===== src/hdl/hpc_pkg.sv =====
`timescale 1ns / 1ps
// ----------------------------------------------------------------------------
// hpc_pkg
// Shared types and constants for the heater PID controller: field widths,
// register map, reset values and the configuration bundle.
// ----------------------------------------------------------------------------
package hpc_pkg;

    localparam int TEMP_W          = 14;
    localparam int GAIN_W          = 16;
    localparam int DRIVE_W         = 8;
    localparam int BAND_W          = 10;
    localparam int INTEG_W         = 20;
    localparam int INTEG_FRAC_BITS = 12;
    localparam int TEMP_FRAC_BITS  = 4;

    localparam int DEFAULT_GAIN_FRAC_BITS = 8;

    localparam int APB_DATA_W = 32;
    localparam int APB_ADDR_W = 5;
    localparam int REG_IDX_W  = 3;

    localparam logic signed [TEMP_W-1:0] TARGET_TEMP_RESET  = '0;
    localparam logic [GAIN_W-1:0]        GAIN_RESET         = '0;
    localparam logic [DRIVE_W-1:0]       DRIVE_MIN_RESET    = 8'd0;
    localparam logic [DRIVE_W-1:0]       DRIVE_MAX_RESET    = 8'd255;
    localparam logic [BAND_W-1:0]        AT_TEMP_BAND_RESET = 10'd80;

    typedef enum logic [REG_IDX_W-1:0] {
        REG_TARGET_TEMP  = 3'd0,
        REG_PROP_GAIN    = 3'd1,
        REG_INTEG_GAIN   = 3'd2,
        REG_DERIV_GAIN   = 3'd3,
        REG_DRIVE_MIN    = 3'd4,
        REG_DRIVE_MAX    = 3'd5,
        REG_AT_TEMP_BAND = 3'd6
    } reg_idx_t;

    typedef struct packed {
        logic signed [TEMP_W-1:0] target_temp;
        logic [GAIN_W-1:0]        prop_gain;
        logic [GAIN_W-1:0]        integ_gain;
        logic [GAIN_W-1:0]        deriv_gain;
        logic [DRIVE_W-1:0]       drive_min;
        logic [DRIVE_W-1:0]       drive_max;
        logic [BAND_W-1:0]        at_temp_band;
    } cfg_t;

endpackage


===== src/hdl/hpc_cfg_regs.sv =====
`timescale 1ns / 1ps
// ----------------------------------------------------------------------------
// hpc_cfg_regs
// APB register file holding the controller setpoint, gains, drive limits and
// at-temperature band. Writes complete in the access phase; pready is fixed.
// ----------------------------------------------------------------------------
module hpc_cfg_regs
(
    input  logic                             clk,
    input  logic                             rst_n,
    input  logic                             psel,
    input  logic                             penable,
    input  logic                             pwrite,
    input  logic [hpc_pkg::APB_ADDR_W-1:0]   paddr,
    input  logic [hpc_pkg::APB_DATA_W-1:0]   pwdata,
    output logic [hpc_pkg::APB_DATA_W-1:0]   prdata,
    output logic                             pready,
    output hpc_pkg::cfg_t                    cfg
);

    hpc_pkg::cfg_t    cfg_reg;
    hpc_pkg::cfg_t    cfg_next;
    hpc_pkg::reg_idx_t reg_idx;
    logic             wr_en;

    assign pready  = 1'b1;
    assign reg_idx = hpc_pkg::reg_idx_t'(paddr[hpc_pkg::APB_ADDR_W-1:2]);
    assign wr_en   = psel && penable && pwrite && pready;
    assign cfg     = cfg_reg;

    always_comb
    begin
        cfg_next = cfg_reg;
        if (wr_en)
        begin
            case (reg_idx)
                hpc_pkg::REG_TARGET_TEMP:
                    cfg_next.target_temp  = $signed(pwdata[hpc_pkg::TEMP_W-1:0]);
                hpc_pkg::REG_PROP_GAIN:
                    cfg_next.prop_gain    = pwdata[hpc_pkg::GAIN_W-1:0];
                hpc_pkg::REG_INTEG_GAIN:
                    cfg_next.integ_gain   = pwdata[hpc_pkg::GAIN_W-1:0];
                hpc_pkg::REG_DERIV_GAIN:
                    cfg_next.deriv_gain   = pwdata[hpc_pkg::GAIN_W-1:0];
                hpc_pkg::REG_DRIVE_MIN:
                    cfg_next.drive_min    = pwdata[hpc_pkg::DRIVE_W-1:0];
                hpc_pkg::REG_DRIVE_MAX:
                    cfg_next.drive_max    = pwdata[hpc_pkg::DRIVE_W-1:0];
                hpc_pkg::REG_AT_TEMP_BAND:
                    cfg_next.at_temp_band = pwdata[hpc_pkg::BAND_W-1:0];
                default:
                    cfg_next = cfg_reg;
            endcase
        end
    end

    always_ff @(posedge clk or negedge rst_n)
    begin
        if (!rst_n)
        begin
            cfg_reg.target_temp  <= hpc_pkg::TARGET_TEMP_RESET;
            cfg_reg.prop_gain    <= hpc_pkg::GAIN_RESET;
            cfg_reg.integ_gain   <= hpc_pkg::GAIN_RESET;
            cfg_reg.deriv_gain   <= hpc_pkg::GAIN_RESET;
            cfg_reg.drive_min    <= hpc_pkg::DRIVE_MIN_RESET;
            cfg_reg.drive_max    <= hpc_pkg::DRIVE_MAX_RESET;
            cfg_reg.at_temp_band <= hpc_pkg::AT_TEMP_BAND_RESET;
        end
        else
        begin
            cfg_reg <= cfg_next;
        end
    end

    always_comb
    begin
        case (reg_idx)
            hpc_pkg::REG_TARGET_TEMP:
                prdata = hpc_pkg::APB_DATA_W'(unsigned'(cfg_reg.target_temp));
            hpc_pkg::REG_PROP_GAIN:
                prdata = hpc_pkg::APB_DATA_W'(cfg_reg.prop_gain);
            hpc_pkg::REG_INTEG_GAIN:
                prdata = hpc_pkg::APB_DATA_W'(cfg_reg.integ_gain);
            hpc_pkg::REG_DERIV_GAIN:
                prdata = hpc_pkg::APB_DATA_W'(cfg_reg.deriv_gain);
            hpc_pkg::REG_DRIVE_MIN:
                prdata = hpc_pkg::APB_DATA_W'(cfg_reg.drive_min);
            hpc_pkg::REG_DRIVE_MAX:
                prdata = hpc_pkg::APB_DATA_W'(cfg_reg.drive_max);
            hpc_pkg::REG_AT_TEMP_BAND:
                prdata = hpc_pkg::APB_DATA_W'(cfg_reg.at_temp_band);
            default:
                prdata = '0;
        endcase
    end

endmodule


===== src/hdl/heater_pid_controller.sv =====
`timescale 1ns / 1ps
// Pipeline: a drive result is presented once its sample has passed the input,
// product, integrator and output registers.
// Throughput: one sample per cycle; each stage advances whenever the next is
// free, so a waiting result does not block new samples until all four fill.
// Reset: asynchronous, active low; clears valids, integrator, previous
// temperature and loads the register reset values.
// ----------------------------------------------------------------------------
// heater_pid_controller
// PID heater controller with derivative on the measurement: error, three
// gain products, clamped integrator and clamped PWM drive with an
// at-temperature flag.
// ----------------------------------------------------------------------------
module heater_pid_controller
#(
    parameter int GAIN_FRAC_BITS = hpc_pkg::DEFAULT_GAIN_FRAC_BITS
)
(
    input  logic                                  clk,
    input  logic                                  rst_n,
    input  logic                                  psel,
    input  logic                                  penable,
    input  logic                                  pwrite,
    input  logic [hpc_pkg::APB_ADDR_W-1:0]        paddr,
    input  logic [hpc_pkg::APB_DATA_W-1:0]        pwdata,
    output logic [hpc_pkg::APB_DATA_W-1:0]        prdata,
    output logic                                  pready,
    input  logic                                  in_valid,
    output logic                                  in_stall,
    input  logic signed [hpc_pkg::TEMP_W-1:0]     measured_temp,
    output logic                                  out_valid,
    input  logic                                  out_stall,
    output logic [hpc_pkg::DRIVE_W-1:0]           drive_level,
    output logic                                  at_temp
);

    localparam int ERR_W      = hpc_pkg::TEMP_W + 1;
    localparam int MUL_W      = hpc_pkg::GAIN_W + 1 + ERR_W;
    localparam int PD_W       = MUL_W + 1;
    localparam int STEP_SHIFT = GAIN_FRAC_BITS + hpc_pkg::TEMP_FRAC_BITS
                              - hpc_pkg::INTEG_FRAC_BITS;
    localparam int STEP_LSH   = (STEP_SHIFT < 0) ? -STEP_SHIFT : 0;
    localparam int STEP_RSH   = (STEP_SHIFT > 0) ? STEP_SHIFT : 0;
    localparam int STEP_W     = MUL_W + STEP_LSH;
    localparam int IACC_W     = ((STEP_W > hpc_pkg::INTEG_W + 1) ? STEP_W
                                : hpc_pkg::INTEG_W + 1) + 1;
    localparam int PROD_SHIFT = GAIN_FRAC_BITS + hpc_pkg::TEMP_FRAC_BITS;
    localparam int FINE_SHIFT = PROD_SHIFT + hpc_pkg::INTEG_FRAC_BITS;
    localparam int SUM_A_W    = PD_W + hpc_pkg::INTEG_FRAC_BITS;
    localparam int SUM_B_W    = hpc_pkg::INTEG_W + PROD_SHIFT + 1;
    localparam int SUM_W      = ((SUM_A_W > SUM_B_W) ? SUM_A_W : SUM_B_W) + 1;

    hpc_pkg::cfg_t cfg;

    hpc_cfg_regs u_cfg_regs
    (
        .clk     (clk),
        .rst_n   (rst_n),
        .psel    (psel),
        .penable (penable),
        .pwrite  (pwrite),
        .paddr   (paddr),
        .pwdata  (pwdata),
        .prdata  (prdata),
        .pready  (pready),
        .cfg     (cfg)
    );

    // Handshake and stage control
    logic s1_valid_reg, s2_valid_reg, s3_valid_reg, out_valid_reg;
    logic s1_free, s2_free, s3_free, out_free;

    assign out_free = !out_valid_reg || !out_stall;
    assign s3_free  = !s3_valid_reg || out_free;
    assign s2_free  = !s2_valid_reg || s3_free;
    assign s1_free  = !s1_valid_reg || s2_free;
    assign in_stall = !s1_free;
    assign out_valid = out_valid_reg;

    always_ff @(posedge clk or negedge rst_n)
    begin
        if (!rst_n)
        begin
            s1_valid_reg  <= 1'b0;
            s2_valid_reg  <= 1'b0;
            s3_valid_reg  <= 1'b0;
            out_valid_reg <= 1'b0;
        end
        else
        begin
            if (s1_free)
                s1_valid_reg <= in_valid;
            if (s2_free)
                s2_valid_reg <= s1_valid_reg;
            if (s3_free)
                s3_valid_reg <= s2_valid_reg;
            if (out_free)
                out_valid_reg <= s3_valid_reg;
        end
    end

    // Stage 1: error, measurement delta, at-temperature flag
    logic signed [hpc_pkg::TEMP_W-1:0] prev_temp_reg;
    logic signed [ERR_W-1:0]           err_next, dinput_next;
    logic signed [ERR_W-1:0]           err_s1_reg, dinput_s1_reg;
    logic                              at_next, at_s1_reg;

    assign err_next    = ERR_W'(cfg.target_temp) - ERR_W'(measured_temp);
    assign dinput_next = ERR_W'(measured_temp) - ERR_W'(prev_temp_reg);
    assign at_next     = (err_next < $signed(ERR_W'(cfg.at_temp_band)))
                      && (cfg.target_temp != '0);

    always_ff @(posedge clk or negedge rst_n)
    begin
        if (!rst_n)
            prev_temp_reg <= '0;
        else if (s1_free && in_valid)
            prev_temp_reg <= measured_temp;
    end

    always_ff @(posedge clk)
    begin
        if (s1_free && in_valid)
        begin
            err_s1_reg    <= err_next;
            dinput_s1_reg <= dinput_next;
            at_s1_reg     <= at_next;
        end
    end

    // Stage 2: gain products
    logic signed [MUL_W-1:0] kp_prod_next, ki_prod_next, kd_prod_next;
    logic signed [MUL_W-1:0] kp_prod_reg, ki_prod_reg, kd_prod_reg;
    logic                    at_s2_reg;

    assign kp_prod_next = MUL_W'($signed({1'b0, cfg.prop_gain}))  * MUL_W'(err_s1_reg);
    assign ki_prod_next = MUL_W'($signed({1'b0, cfg.integ_gain})) * MUL_W'(err_s1_reg);
    assign kd_prod_next = MUL_W'($signed({1'b0, cfg.deriv_gain})) * MUL_W'(dinput_s1_reg);

    always_ff @(posedge clk)
    begin
        if (s2_free && s1_valid_reg)
        begin
            kp_prod_reg <= kp_prod_next;
            ki_prod_reg <= ki_prod_next;
            kd_prod_reg <= kd_prod_next;
            at_s2_reg   <= at_s1_reg;
        end
    end

    // Stage 3: integrator update with clamp, proportional minus derivative
    logic [hpc_pkg::INTEG_W-1:0] integrator_reg, integ_next;
    logic [hpc_pkg::INTEG_W-1:0] integ_s3_reg;
    logic signed [STEP_W-1:0]    integ_step;
    logic signed [IACC_W-1:0]    integ_sum, integ_lo, integ_hi, integ_clamped;
    logic signed [PD_W-1:0]      pd_next, pd_s3_reg;
    logic                        at_s3_reg;

    assign integ_step = (STEP_W'(ki_prod_reg) <<< STEP_LSH) >>> STEP_RSH;
    assign integ_sum  = IACC_W'(integ_step)
                      + $signed(IACC_W'(integrator_reg));
    assign integ_lo   = $signed(IACC_W'({cfg.drive_min,
                                          {hpc_pkg::INTEG_FRAC_BITS{1'b0}}}));
    assign integ_hi   = $signed(IACC_W'({cfg.drive_max,
                                          {hpc_pkg::INTEG_FRAC_BITS{1'b0}}}));

    always_comb
    begin
        if (integ_sum > integ_hi)
            integ_clamped = integ_hi;
        else if (integ_sum < integ_lo)
            integ_clamped = integ_lo;
        else
            integ_clamped = integ_sum;
    end

    assign integ_next = integ_clamped[hpc_pkg::INTEG_W-1:0];
    assign pd_next    = PD_W'(kp_prod_reg) - PD_W'(kd_prod_reg);

    always_ff @(posedge clk or negedge rst_n)
    begin
        if (!rst_n)
            integrator_reg <= '0;
        else if (s3_free && s2_valid_reg)
            integrator_reg <= integ_next;
    end

    always_ff @(posedge clk)
    begin
        if (s3_free && s2_valid_reg)
        begin
            integ_s3_reg <= integ_next;
            pd_s3_reg    <= pd_next;
            at_s3_reg    <= at_s2_reg;
        end
    end

    // Stage 4: drive sum, clamp and truncate to whole counts
    logic signed [SUM_W-1:0]     drive_sum, drive_lo, drive_hi, drive_clamped;
    logic [hpc_pkg::DRIVE_W-1:0] drive_level_next, drive_level_reg;
    logic                        at_temp_reg;

    assign drive_sum = (SUM_W'(pd_s3_reg) <<< hpc_pkg::INTEG_FRAC_BITS)
                     + $signed(SUM_W'({integ_s3_reg, {PROD_SHIFT{1'b0}}}));
    assign drive_lo  = $signed(SUM_W'({cfg.drive_min, {FINE_SHIFT{1'b0}}}));
    assign drive_hi  = $signed(SUM_W'({cfg.drive_max, {FINE_SHIFT{1'b0}}}));

    always_comb
    begin
        if (drive_sum > drive_hi)
            drive_clamped = drive_hi;
        else if (drive_sum < drive_lo)
            drive_clamped = drive_lo;
        else
            drive_clamped = drive_sum;
    end

    assign drive_level_next = drive_clamped[FINE_SHIFT +: hpc_pkg::DRIVE_W];

    always_ff @(posedge clk)
    begin
        if (out_free && s3_valid_reg)
        begin
            drive_level_reg <= drive_level_next;
            at_temp_reg     <= at_s3_reg;
        end
    end

    assign drive_level = drive_level_reg;
    assign at_temp     = at_temp_reg;

endmodule


===== config.mk =====
export PLATFORM = sky130hd
export DESIGN_NAME = heater_pid_controller
export DESIGN_NICKNAME = d
export VERILOG_FILES = /design/src/hdl/hpc_pkg.sv /design/src/hdl/hpc_cfg_regs.sv /design/src/hdl/heater_pid_controller.sv
export SDC_FILE = /design/constraint.sdc
export NUM_CORES = 2
export LEC_CHECK = 0
export BUFFER_PORTS_ARGS = -buffer_cell sky130_fd_sc_hd__buf_2
export CAP_MARGIN = 20
export CORE_ASPECT_RATIO = 1.5
export CORE_MARGIN = 2
export CORE_UTILIZATION = 55
export DETAILED_ROUTE_END_ITERATION = 8
export PLACE_DENSITY = 0.71
export SKIP_CTS_REPAIR_TIMING = 1
export SYNTH_ARGS = -nofsm -noshare
export SYNTH_HDL_FRONTEND = slang
export SYNTH_SLANG_ARGS = --single-unit

===== constraint.sdc =====
create_clock -name clk -period 8.9 [get_ports clk]
set_input_delay 0 -clock clk [delete_from_list [all_inputs] [get_ports clk]]
set_output_delay 0 -clock clk [all_outputs]
set_load 0.02 [all_outputs]

==> out/metrics.cfg <==
[outcome]
status = finished, final reports clean

[clocking]
cts_tree = built
cts-root-buf = clkbuf_16
path_clk_slew_ps = 60
cts_max_level = 2
cts_made_buffers = 37
cts_buffer_depth = 3
cts.sinks = 317
clk_latency_ps = 590

[place]
gp_congestion = 0.986
dp_hpwl_mm = 89.6
portBuffers = 66

[floorplanning]
die_x_um = 232
coreArea_um2 = 77300
initial_core_util = 0.553
die_area_um2 = 80000
num_rows = 125
die_y_um = 345
pin_count = 102

[min_path]
hold_depth = 5
min_to = u_cfg_regs.cfg[1]$_DFFE_PN0P_
min_from = pwrite
hp-class = input port to flop

[drt]
wl_mm = 112
drtAntennaViolNets = 0
vias = 31900
firstDrtPassIters = 6
wl_per_cell_um = 20.1
drt-initial-drc-count = 1813
drc = 0
avgViaCountPerCell = 5.72

[timing]
finalMaxSlewViolations = 0
setup_viol = 0
rsz0062_at_grt = no
worst_slew_pin_slew_ps = 1110
finalSetupTns_ps = 0
finClkSkew_ps = 45.4
max_slew_margin = 0.260
fin_crit_ps = 7430
maxClockFrequency_mhz = 135
hold_viol = 0
fin_crit_sh = 0.835

[layout]
final_cell_mix = inv_1, fa_1, nand2_1
largest_register_ffs = 88
final_common_cell = inv_1
layout-drive-gt1-share = 0.0678
final_nets = 5613
area_delta_synth_final_pct = 6.91
antenna_cells = 0

[global_routing]
grt_pass1_wl_mm = 178
antenna_found_initial = 1
grt_max_degree = 76
grt_overflow_total = 0
track_usage = 0.286
grt_pass1_vias = 33800

[synth]
syn_inst = 4495
yosys-mux-area-fraction = 0.0365
synthArstFlopShare = 0.397
syn_avg_cell_area_um2 = 9.51
synth_enable_flop_cells = 191
synth-compound-area-share = 0.0915
synth_top_family_by_area = adder cells
ys_ff_latch = 317
yosysWarnings = 0
synthAdderAreaFrac = 0.397
synth_xor_xnor_area_share = 0.0299
ys_seq_area_frac = 0.208
post_synth_and_or_nand_nor_area_fraction = 0.147
synth_area_um2 = 42700
netlist-cell-type-count = 91
ys.flop_type = edfxtp_1

[worst_setup_path]
path_cells = nand2_1 -> fa_1 -> fa_1 -> inv_1 -> fa_1 -> fa_1 -> fa_1 -> inv_1 -> fa_1 -> inv_1 -> ha_1 -> a21o_1 -> a21o_1 -> a21oi_1 -> o31a_1 -> a211oi_1 -> nor3_1 -> nor3_1 -> a221o_1 -> mux2i_1 -> or4_1
reg2reg_to = kd_prod_reg[30]$_DFFE_PP_
critPathCaptureType = flop
slowest_stage = dfrtp_1
regToRegStartpoint = u_cfg_regs.cfg[37]$_DFFE_PN0P_
critPathMaxFanout = 17
start_kind = flop
critical_path.most_common_cell = fa_1
rrSetupSlack_ps = 1470
worstPathArrival_ps = 7740
path_buf_inv = 3
ff2ff_path_depth = 21
slowest_delay_ps = 820
worstSetupPathType = flop to flop
crit_family = adder cells
path_depth = 21
cp.required_ps = 9200

[flow_run]
drv_cap = 0

[through the flow]
| step | hold WS [ps] | std cells | util | setup slack (ps) | cell area, um2 |
|---|---|---|---|---|---|
| finish | 13.3 | 5571 | 0.591 | 1470 | 45700 |
| global route | 64.2 | 5571 | 0.591 | 1100 | 45700 |
| CTS | -511 | 5536 | 0.587 | 1490 | 45300 |
| detailed placement | 105 | 5468 | 0.570 | 1540 | 44000 |
| global placement | 102 | 5467 | 0.570 | 1540 | 44000 |
| floorplan | -296 | 4510 | - | 2350 | 42800 |
[cells in the mapped netlist, drive strengths merged (39+ instances only)]
cell type  instances  area [um2]
nand3             50         250
fa               548       11000
xor2              48         420
nand2            516        1940
inv              824        3090
and2             317        1980
dfrtp            116        2900
mux2i             39         390
clkbuf           141         529
a21o              62         465
xnor2             98         858
a21oi            126         634
mux2              86         968
o21ai            131         656
nand2b            57         357
ha               481        6020
nor3              39         195
nor2             182         683
edfxtp           191        5740
[worst max-delay path by stage]
stage	startpoint	to	slack, ps
2_1_floorplan	u_cfg_regs.cfg[68]$_DFFE_PN0P_	kp_prod_reg[31]$_DFFE_PP_	2350
3_3_place_gp	err_s1_reg[0]$_DFFE_PP_	kp_prod_reg[31]$_DFFE_PP_	1540
3_5_place_dp	err_s1_reg[0]$_DFFE_PP_	kp_prod_reg[31]$_DFFE_PP_	1540
4_1_cts	err_s1_reg[0]$_DFFE_PP_	kp_prod_reg[31]$_DFFE_PP_	1490
5_1_grt	err_s1_reg[0]$_DFFE_PP_	kp_prod_reg[31]$_DFFE_PP_	1100
6_report	u_cfg_regs.cfg[37]$_DFFE_PN0P_	kd_prod_reg[30]$_DFFE_PP_	1470
[layer usage]
| metal | GRT usage | routed length (um) |
|---|---|---|
| met1 | 0.318 | 40500 |
| met2 | 0.523 | 59000 |
| met3 | 0.0272 | 4640 |
| met4 | 0.175 | 7680 |
| met5 | 0 | 0 |
[cell type report]
| class | count | area, um2 |
|---|---|---|
| multi-input cells | 3197 | 30100 |
| flip-flops and latches | 317 | 8900 |
| clock inverters | 21 | 292 |
| fillers | 6649 | 31600 |
| inverters | 826 | 3100 |
| well taps | 1016 | 1270 |
| repair buffers | 147 | 1040 |
| clock buffers | 47 | 1010 |
[kinds of logic (layout without fill, tap and decap cells)]
family,count (synthesis),after routing
simple gates,1291,1291
fa+ha+maj,1029,1029
buf+inv,996,1041
compound gates,580,580
flops,317,317
xor+xnor,146,146
mux,134,134
other cells,2,17
[worst min-delay path, delay by kind of cell]
| family | cells | cell delay [ps] |
|---|---|---|
| AOI/OAI and AO/OA | 1 | 70 |
| and+or+nand+nor | 3 | 370 |
| buffers and inverters | 1 | 110 |
Power is not shown: default switching activity piles up to over one toggle a cycle in this logic, so the estimate is an artifact.
